## src/sv/assert_macros.svh

```systemverilog
// Assertion macros shared by the RTL modules of the profile attribution block.
`ifndef ASSERT_MACROS_SVH
`define ASSERT_MACROS_SVH
`ifndef SYNTHESIS
`define PBSA_ASSERT(lbl, clk, rst, prop, msg) \
  lbl: assert property (@(posedge clk) disable iff (rst) prop) else $error(msg);
`define PBSA_ASSERT_RST(lbl, clk, prop, msg) \
  lbl: assert property (@(posedge clk) prop) else $error(msg);
`else
`define PBSA_ASSERT(lbl, clk, rst, prop, msg)
`define PBSA_ASSERT_RST(lbl, clk, prop, msg)
`endif
`endif

```

## src/sv/pbsa_pkg.sv

```systemverilog
// Types and constants of the profile bin symbol attribution block.
package pbsa_pkg;

  localparam logic [2:0] REQ_CLEAR = 3'd0;
  localparam logic [2:0] REQ_LOAD  = 3'd1;
  localparam logic [2:0] REQ_CALL  = 3'd2;
  localparam logic [2:0] REQ_BIN   = 3'd3;
  localparam logic [2:0] REQ_READ  = 3'd4;

  localparam logic [1:0] ST_OK    = 2'd0;
  localparam logic [1:0] ST_FULL  = 2'd1;
  localparam logic [1:0] ST_EMPTY = 2'd2;
  localparam logic [1:0] ST_RANGE = 2'd3;

  localparam logic REG_BIN_BASE  = 1'b0;
  localparam logic REG_BIN_SCALE = 1'b1;

  localparam int DIV_W = 72;
  localparam int DSR_W = 32;
  localparam logic [17:0] SPAN_NUM = 18'h20000;
  localparam logic [11:0] LOW12 = 12'hfff;
  localparam logic [47:0] MAX48 = 48'hffff_ffff_ffff;
  localparam logic [31:0] MAX32 = 32'hffff_ffff;

  typedef enum logic [4:0] {
    OP_IDLE, OP_TAKE, OP_CLEAR, OP_LOAD, OP_RES_EMPTY, OP_RES_RANGE, OP_RES_NONE,
    OP_READ_ISSUE, OP_READ_RES, OP_SCAN_RD, OP_SCAN_NEXT, OP_CALL_RD, OP_CALL_UPD,
    OP_DIV_SCALE, OP_BIN_STEP, OP_CUR_RD, OP_SA_TAKE, OP_NX_RD, OP_SKIP, OP_NX_TAKE,
    OP_NX_NONE, OP_MUL, OP_SHARE, OP_ACC, OP_RES_RD, OP_BIN_RES
  } dp_op_t;

  typedef struct packed {
    logic [2:0] req_type;
    logic       empty;
    logic       full;
    logic       eidx_ok;
    logic       scan_more;
    logic       le_addr;
    logic       div_busy;
    logic       cnt_zero;
    logic       cur_ok;
    logic       sa_ge_hi;
    logic       nx_ok;
    logic       rd_le_lo;
    logic       go_on;
  } dp_stat_t;

  typedef struct packed {
    logic [1:0]  status;
    logic [7:0]  symbol_index;
    logic [31:0] symbol_address;
    logic [47:0] time_credit;
    logic [31:0] call_total;
    logic [31:0] all_ticks;
    logic [31:0] all_calls;
  } res_t;

endpackage

```

## src/sv/pbsa_ctrl.sv

```systemverilog
// Controller state machine sequencing the datapath for each request.
`include "assert_macros.svh"
module pbsa_ctrl (
  input  logic               clk,
  input  logic               rst,
  input  logic               s_tvalid,
  output logic               s_tready,
  output logic               m_tvalid,
  input  logic               m_tready,
  input  pbsa_pkg::dp_stat_t stat,
  output pbsa_pkg::dp_op_t   op
);

  typedef enum logic [4:0] {
    S_IDLE, S_DISPATCH, S_CLEAR, S_LOAD, S_EMPTY, S_RANGE, S_NONE, S_RD_RES,
    S_SCAN_Q, S_SCAN_CHK, S_CALL_UPD, S_DIV_W, S_BIN_CHK, S_SA, S_SKQ, S_SKCHK,
    S_MUL, S_SHARE, S_SHW, S_BQ, S_BCHK, S_RES_Q, S_RES_BIN, S_DIV_S
  } state_t;

  state_t state, state_next;
  logic   out_free, emit;

  assign out_free = !m_tvalid || m_tready;
  assign s_tready = state == S_IDLE;

  always_comb begin
    state_next = state;
    op         = pbsa_pkg::OP_IDLE;
    emit       = 1'b0;
    unique case (state)
      S_IDLE: begin
        if (s_tvalid) begin
          op         = pbsa_pkg::OP_TAKE;
          state_next = S_DISPATCH;
        end
      end
      S_DISPATCH: begin
        case (stat.req_type)
          pbsa_pkg::REQ_CLEAR: state_next = S_CLEAR;
          pbsa_pkg::REQ_LOAD:  state_next = S_LOAD;
          pbsa_pkg::REQ_CALL:  state_next = stat.empty ? S_EMPTY : S_SCAN_Q;
          pbsa_pkg::REQ_BIN:   state_next = S_DIV_S;
          pbsa_pkg::REQ_READ: begin
            if (stat.eidx_ok) begin
              op         = pbsa_pkg::OP_READ_ISSUE;
              state_next = S_RD_RES;
            end else begin
              state_next = S_RANGE;
            end
          end
          default: state_next = S_NONE;
        endcase
      end
      S_CLEAR, S_LOAD, S_EMPTY, S_RANGE, S_NONE, S_RD_RES, S_CALL_UPD, S_RES_BIN: begin
        // hold the finished result until the output register frees up
        if (out_free) begin
          emit       = 1'b1;
          state_next = S_IDLE;
          unique case (state)
            S_CLEAR:    op = pbsa_pkg::OP_CLEAR;
            S_LOAD:     op = pbsa_pkg::OP_LOAD;
            S_EMPTY:    op = pbsa_pkg::OP_RES_EMPTY;
            S_RANGE:    op = pbsa_pkg::OP_RES_RANGE;
            S_RD_RES:   op = pbsa_pkg::OP_READ_RES;
            S_CALL_UPD: op = pbsa_pkg::OP_CALL_UPD;
            S_RES_BIN:  op = pbsa_pkg::OP_BIN_RES;
            default:    op = pbsa_pkg::OP_RES_NONE;
          endcase
        end
      end
      S_SCAN_Q: begin
        if (stat.scan_more) begin
          op         = pbsa_pkg::OP_SCAN_RD;
          state_next = S_SCAN_CHK;
        end else begin
          op         = pbsa_pkg::OP_CALL_RD;
          state_next = S_CALL_UPD;
        end
      end
      S_SCAN_CHK: begin
        if (stat.le_addr) begin
          op         = pbsa_pkg::OP_SCAN_NEXT;
          state_next = S_SCAN_Q;
        end else begin
          op         = pbsa_pkg::OP_CALL_RD;
          state_next = S_CALL_UPD;
        end
      end
      S_DIV_S: begin
        op         = pbsa_pkg::OP_DIV_SCALE;
        state_next = S_DIV_W;
      end
      S_DIV_W: begin
        if (!stat.div_busy) begin
          op         = pbsa_pkg::OP_BIN_STEP;
          state_next = S_BIN_CHK;
        end
      end
      S_BIN_CHK: begin
        if (!stat.cnt_zero && !stat.empty && stat.cur_ok) begin
          op         = pbsa_pkg::OP_CUR_RD;
          state_next = S_SA;
        end else begin
          state_next = S_RES_Q;
        end
      end
      S_SA: begin
        if (stat.sa_ge_hi) begin
          state_next = S_RES_Q;
        end else begin
          op         = pbsa_pkg::OP_SA_TAKE;
          state_next = S_SKQ;
        end
      end
      S_SKQ: begin
        if (stat.nx_ok) begin
          op         = pbsa_pkg::OP_NX_RD;
          state_next = S_SKCHK;
        end else begin
          op         = pbsa_pkg::OP_NX_NONE;
          state_next = S_MUL;
        end
      end
      S_SKCHK: begin
        if (stat.rd_le_lo) begin
          op         = pbsa_pkg::OP_SKIP;
          state_next = S_SKQ;
        end else begin
          op         = pbsa_pkg::OP_NX_TAKE;
          state_next = S_MUL;
        end
      end
      S_MUL: begin
        op         = pbsa_pkg::OP_MUL;
        state_next = S_SHARE;
      end
      S_SHARE: begin
        op         = pbsa_pkg::OP_SHARE;
        state_next = S_SHW;
      end
      S_SHW: begin
        if (!stat.div_busy) begin
          op         = pbsa_pkg::OP_ACC;
          state_next = stat.go_on ? S_BQ : S_RES_Q;
        end
      end
      S_BQ: begin
        if (stat.nx_ok) begin
          op         = pbsa_pkg::OP_NX_RD;
          state_next = S_BCHK;
        end else begin
          op         = pbsa_pkg::OP_NX_NONE;
          state_next = S_MUL;
        end
      end
      S_BCHK: begin
        op         = pbsa_pkg::OP_NX_TAKE;
        state_next = S_MUL;
      end
      S_RES_Q: begin
        if (stat.empty) begin
          state_next = S_EMPTY;
        end else begin
          op         = pbsa_pkg::OP_RES_RD;
          state_next = S_RES_BIN;
        end
      end
      default: state_next = S_IDLE;
    endcase
  end

  always_ff @(posedge clk) begin
    if (rst) begin
      state    <= S_IDLE;
      m_tvalid <= 1'b0;
    end else begin
      state <= state_next;
      if (emit) begin
        m_tvalid <= 1'b1;
      end else if (m_tready) begin
        m_tvalid <= 1'b0;
      end
    end
  end

  `PBSA_ASSERT(a_emit_idle, clk, rst, $rose(m_tvalid) |-> state == S_IDLE,
               "result shown outside the return to idle")
  `PBSA_ASSERT_RST(a_reset_out, clk, rst |=> !m_tvalid, "result valid after reset")

endmodule
```

## config.mk

```make
export PLATFORM = sky130hd
export DESIGN_NAME = pbsa_ctrl
export DESIGN_NICKNAME = d
export VERILOG_FILES = /design/src/sv/pbsa_pkg.sv /design/src/sv/pbsa_ctrl.sv
export VERILOG_INCLUDE_DIRS = /design/src /design/src/sv
export SDC_FILE = /design/constraint.sdc
export NUM_CORES = 1
export LEC_CHECK = 0
export BUFFER_PORTS_ARGS = -buffer_cell sky130_fd_sc_hd__buf_2
export CELL_PAD_IN_SITES_DETAIL_PLACEMENT = 2
export CELL_PAD_IN_SITES_GLOBAL_PLACEMENT = 2
export CORE_UTILIZATION = 29
export CTS_CLUSTER_SIZE = 28
export DETAILED_ROUTE_END_ITERATION = 8
export GPL_ROUTABILITY_DRIVEN = 0
export PLACE_DENSITY = 0.91
export SLEW_MARGIN = 10
export SYNTH_ARGS = -nofsm -noshare
export SYNTH_HDL_FRONTEND = slang
export SYNTH_SLANG_ARGS = --single-unit
export TNS_END_PERCENT = 100
```

## constraint.sdc

```tcl
create_clock -name clk -period 2.64 [get_ports clk]
set_clock_uncertainty 0.2 [all_clocks]
set_input_delay 0.396 -clock clk [delete_from_list [all_inputs] [get_ports clk]]
set_output_delay 0.396 -clock clk [all_outputs]
set_load 0.01 [all_outputs]
```

==> results of run 1 <==
-- kinds of logic after synthesis --
kind of cell / synth area share
AND/OR/NAND/NOR: 0.422
AO/OA/AOI/OAI: 0.375
buffers and inverters: 0.0756
flip-flops: 0.110
XOR/XNOR: 0.00802
multiplexers: 0.0103
-- metrics by stage --
stage / std cells / worst slack (ps) / hold WS [ps] / utilization
floorplan: 159 / 569 / 265 / -
global placement: 225 / 359 / 438 / 0.367
detailed placement: 225 / 265 / 455 / 0.367
CTS: 228 / 25.0 / 212 / 0.379
global route: 228 / 3.22 / 226 / 0.382
finish: 228 / 131 / 216 / 0.382
-- power by group --
group	internal [mW]	switching [mW]	total, mW
clock	0.0982	0.0423	0.140
sequential	0.122	0.0718	0.194
combinational	0.333	0.475	0.808
total	0.553	0.589	1.14
-- layout make-up --
class	instances	share of cell area
flip-flops and latches	6	0.0936
well taps	46	0.0435
inverters	3	0.00851
clock buffers	3	0.0312
repair buffers	34	0.147
multi-input cells	136	0.676
-- placed cells by master (no fill, tap or decap), drive strengths merged, types with 3 or more instances in the layout --
cell	synthesis	final
a311oi	5	5
nand3	8	8
nor2b	11	11
o32a	4	4
dfxtp	6	6
nand3b	3	3
inv	3	3
clkbuf	6	3
a32oi	3	3
nor4	3	3
nand2b	9	9
o21ai	11	11
nor2	14	14
a21oi	11	11
a211oi	3	3
nor3	9	9
nand2	7	7
buf	8	34
-- per-layer routing --
| layer | up-vias | part of all wire |
|---|---|---|
| met5 | - | 0 |
| met2 | 63 | 0.50 |
| met3 | 12 | 0.059 |
| li1 | 660 | - |
| met1 | 712 | 0.42 |
| met4 | 0 | 0.022 |
-- timing repair --
item,4_1_cts,5_1_grt
gates resized for setup,0,4
endpoints found under the setup margin,0,5
hold buffers,0,0
-- sequential cells by signal, summed over array words and instances (netlist names) --
| register | flops |
|---|---|
| m_tvalid | 1 |
| state | 5 |
-- critical path: stages (launching register included) --
cell      delay [ps]
dfxtp_1          340
buf_4            320
nand2b_1         200
nor2_1           240
and4b_1          250
nor3_1            70
o211ai_1         100
buf_2            150
-- final timing paths --
check	slack (ps)	to	depth (start not counted)
setup reg to reg	500	state[3]$_SDFFE_PP0P_	6
setup / recovery	130	op[2]	7
hold / removal	220	m_tvalid$_SDFFE_PP0P_	2
hold reg to reg	460	m_tvalid$_SDFFE_PP0P_	2
==> results.toml, run 1 <==
[status]
status = "finished clean"

[yosys]
synth_common_cells = "nor2_1, a21oi_1, nor2b_1, o21ai_0, nand2b_1"
syn_area_um2 = 1090
synth_seq_area_share = 0.110
syn-num-nets = 178
syn_avg_cell_area_um2 = 6.87
synth.largest_area_cell = "dfxtp_1"
synth-edff-count = 0
ys.flop_type = "dfxtp_1"
async_reset_ff_frac = 0
netlist.area_leader.share = 0.110
post-synth-top-count-cell = "nor2_1"
synthCells = 159
synth_cell_types = 51
ys_seq_elements = 6
yosysWarnings = 0
synthTopCellsByArea = "dfxtp_1, nor2b_1, nand2b_1"

[route]
dr.pass1.iters = 4
finalWirelength_mm = 4.94
vias = 1447
postRouteAntennaNets = 0
viasPerCell = 6.35
drt-initial-drc-count = 81
post_drt_wl_per_cell_um = 21.7
drc = 0

[critical_path]
cp_max_fo = 32
crit_arrival_ps = 1910
critical_path_required_ps = 2040
path_class = "reg -> out"
timing.rr.start = "state[2]$_SDFFE_PP0P_"
cp-start-kind = "flip-flop"
end_kind = "primary output"
cp-startpoint = "state[2]$_SDFFE_PP0P_"

[global_routing]
grt_pass1_vias = 1556
antenna_found_initial = 0
met3_usage = 0.0489
grt_max_degree = 33
grt_busiest_layer = "met2"
grtUsageMet1 = 0.300
use_met2 = 0.436
grt_usage = 0.252
grt.overflow.total = 0
grt_pass1_wl_mm = 7.83

[floorplanning]
fp.coreArea_um2 = 3470
io_pins = 26
die_height_um = 63.4
rows = 21
dieArea_um2 = 4020
start_util = 0.315
die_w_um = 63.4

[worst_hold_path]
hp-start = "rst"
hp-class = "in -> reg"

[timing]
fmaxAchievable_mhz = 399
fin_crit_sh = 0.951
final.min_clock_period_ps = 2510
slew_violations = 0
finalHoldViolCount = 0
worstMarginPinSlew_ps = 429
max_slew_margin = 0.711
tns_ps = 0
setup_viol = 0
rsz0062_at_grt = "false"

[finish]
n_antenna_cell = 0
finalInstanceArea_um2 = 1320
num-nets-final = 203
layout.area.seq_um2 = 124
fillerInstances = 430
syn2layout_area_growth_pct = 21.2
multi_input_area_um2 = 895
drive_above_1_share = 0.264

[cts]
cts_buffer_depth = 2
cts_tree = "built"
clockRootBuffer = "clkbuf_8"
clkSinkCount = 6
post-cts-setup-buffers = 0
ctsHtreeMaxLevel = 1
clock_latency_ps = 230
path_clk_slew_ps = 40
numCtsBuffers = 3

[power_and_ir_drop]
powerDensity_nw_per_um2 = 863
peakVddDrop_mv = 0.289
finalPower_mw = 1.14
power_leakage_nw = 0.484

[placement]
dp_hpwl_mm = 3.81
place_area_um2 = 1270
portBuffers = 24

[job]
drv_cap = 0
(Power assumes the default switching activity.)
==> run 2, diff against run 1 <==
- CORE_ASPECT_RATIO: default -> 1.25
- CTS_CLUSTER_DIAMETER: default -> 60
==> results.toml, run 2 (synthesized netlist as in run 1, its figures left out) <==
[status]
status = "finished with violations"
failed_checks = "DRC"

[finish]
layout.area.seq_um2 = 125
drive_above_1_share = 0.261
final_cell_mix = "buf_2, nor2_1, o21ai_0, a21oi_1, nor2b_1"
top_regs = "state x5, m_tvalid x1"
fillerInstances = 431
num-nets-final = 201
fin_util = 0.367
n_antenna_cell = 0
largest_reg_flops = 5
layout_commonest_cell = "buf_2"
multi_input_area_um2 = 891
syn2layout_area_growth_pct = 19.1
largest-register = "state"

[route]
dr.pass1.iters = 6
drc = 5
drt-initial-drc-count = 64
viasPerCell = 6.55
vias = 1434
post_drt_wl_per_cell_um = 22.8
finalWirelength_mm = 5.00
postRouteAntennaNets = 0

[worst_hold_path]
hold_end = "state[1]$_SDFFE_PP0P_"
hp-class = "in -> reg"
hp-start = "rst"
holdPathStages = 2

[power_and_ir_drop]
powerDensity_nw_per_um2 = 860
power_leakage_nw = 0.470
peakVddDrop_mv = 0.421

[floorplanning]
io_pins = 26
start_util = 0.308
fp.coreArea_um2 = 3540
dieArea_um2 = 4020
rows = 24
die_w_um = 56.9
die_height_um = 70.6

[global_routing]
grt_pass1_vias = 1515
antenna_found_initial = 0
grt_max_degree = 33
grt.overflow.total = 0
grt_pass1_wl_mm = 8.16
grt_usage = 0.260

[cts]
ctsHoldBuffers = 0
path_clk_slew_ps = 40
cts_tree = "built"
clkSinkCount = 6
numCtsBuffers = 3
ctsHtreeMaxLevel = 1
clockRootBuffer = "clkbuf_8"
clock_latency_ps = 220
cts_buffer_depth = 2

[critical_path]
crit_arrival_ps = 1920
cp-start-kind = "flip-flop"
r2r-end = "state[2]$_SDFFE_PP0P_"
critical_path_required_ps = 2040
path_class = "reg -> out"
cp_max_fo = 13
reg2reg_depth = 6
end_kind = "primary output"
timing.rr.start = "state[3]$_SDFFE_PP0P_"
rrSetupSlack_ps = 420

[timing]
slew_violations = 0
setup_viol = 0
fin_crit_sh = 0.953
final.min_clock_period_ps = 2520
finalHoldViolCount = 0
rsz0062_at_grt = "false"
max_slew_margin = 0.702
worstMarginPinSlew_ps = 447
fmaxAchievable_mhz = 397
tns_ps = 0

[placement]
portBuffers = 24
dp_hpwl_mm = 3.74

[job]
drv_cap = 0
[run 2: repair_timing]
action,in CTS,in global routing
endpoints found under the setup margin,1,1
resized for setup,3,3
gates cloned,0,0
setup buffers,0,0
[run 2: critical path, stage by stage (launching register included)]
cell	delay, ps
dfxtp_2	500
nand2b_1	250
nor2_4	70
and4_2	260
nor3_1	310
o211ai_1	150
buf_2	170
[run 2: worst max path at each step]
stage                          start  endpoint  slack, ps  cells past startpoint
2_1_floorplan  state[1]$_SDFFE_PP0P_     op[2]        570                      7
3_3_place_gp   state[4]$_SDFFE_PP0P_     op[2]        300                      6
3_5_place_dp   state[4]$_SDFFE_PP0P_     op[2]        220                      6
4_1_cts        state[1]$_SDFFE_PP0P_     op[2]         90                      6
5_1_grt        state[3]$_SDFFE_PP0P_     op[2]          9                      6
6_report       state[3]$_SDFFE_PP0P_     op[2]        120                      6
[run 2: area by class of cell]
| cell class | instances | area share |
|---|---|---|
| clock buffer | 3 | 0.0317 |
| sequential | 6 | 0.0962 |
| tap | 39 | 0.0375 |
| inverter | 3 | 0.00865 |
| timing repair buffer | 32 | 0.141 |
| multi-input combinational | 136 | 0.685 |
[run 2: per-layer routing]
metal,part of all wire,vias up,global-route usage
met5,0,-,0
met4,0.028,0,0.0705
met3,0.027,8,0.0293
met2,0.52,43,0.463
met1,0.43,724,0.327
li1,-,659,-
[run 2: where the power goes]
part | internal [mW] | switching (mW) | leakage, nW
Clock | 0.0979 | 0.0390 | 0.0216
Sequential | 0.123 | 0.0893 | 0.0509
Combinational | 0.314 | 0.456 | 0.397
[run 2: metrics by stage]
stage	area, um^2	hold slack (ps)	setup WS (ps)	cells	power (mW)
floorplan	1090	265	569	159	0.712
global placement	1250	442	305	216	0.895
detailed placement	1250	447	216	216	0.951
CTS	1290	215	90.8	219	1.10
global route	1300	240	9.31	219	1.19
finish	1300	215	124	219	1.12
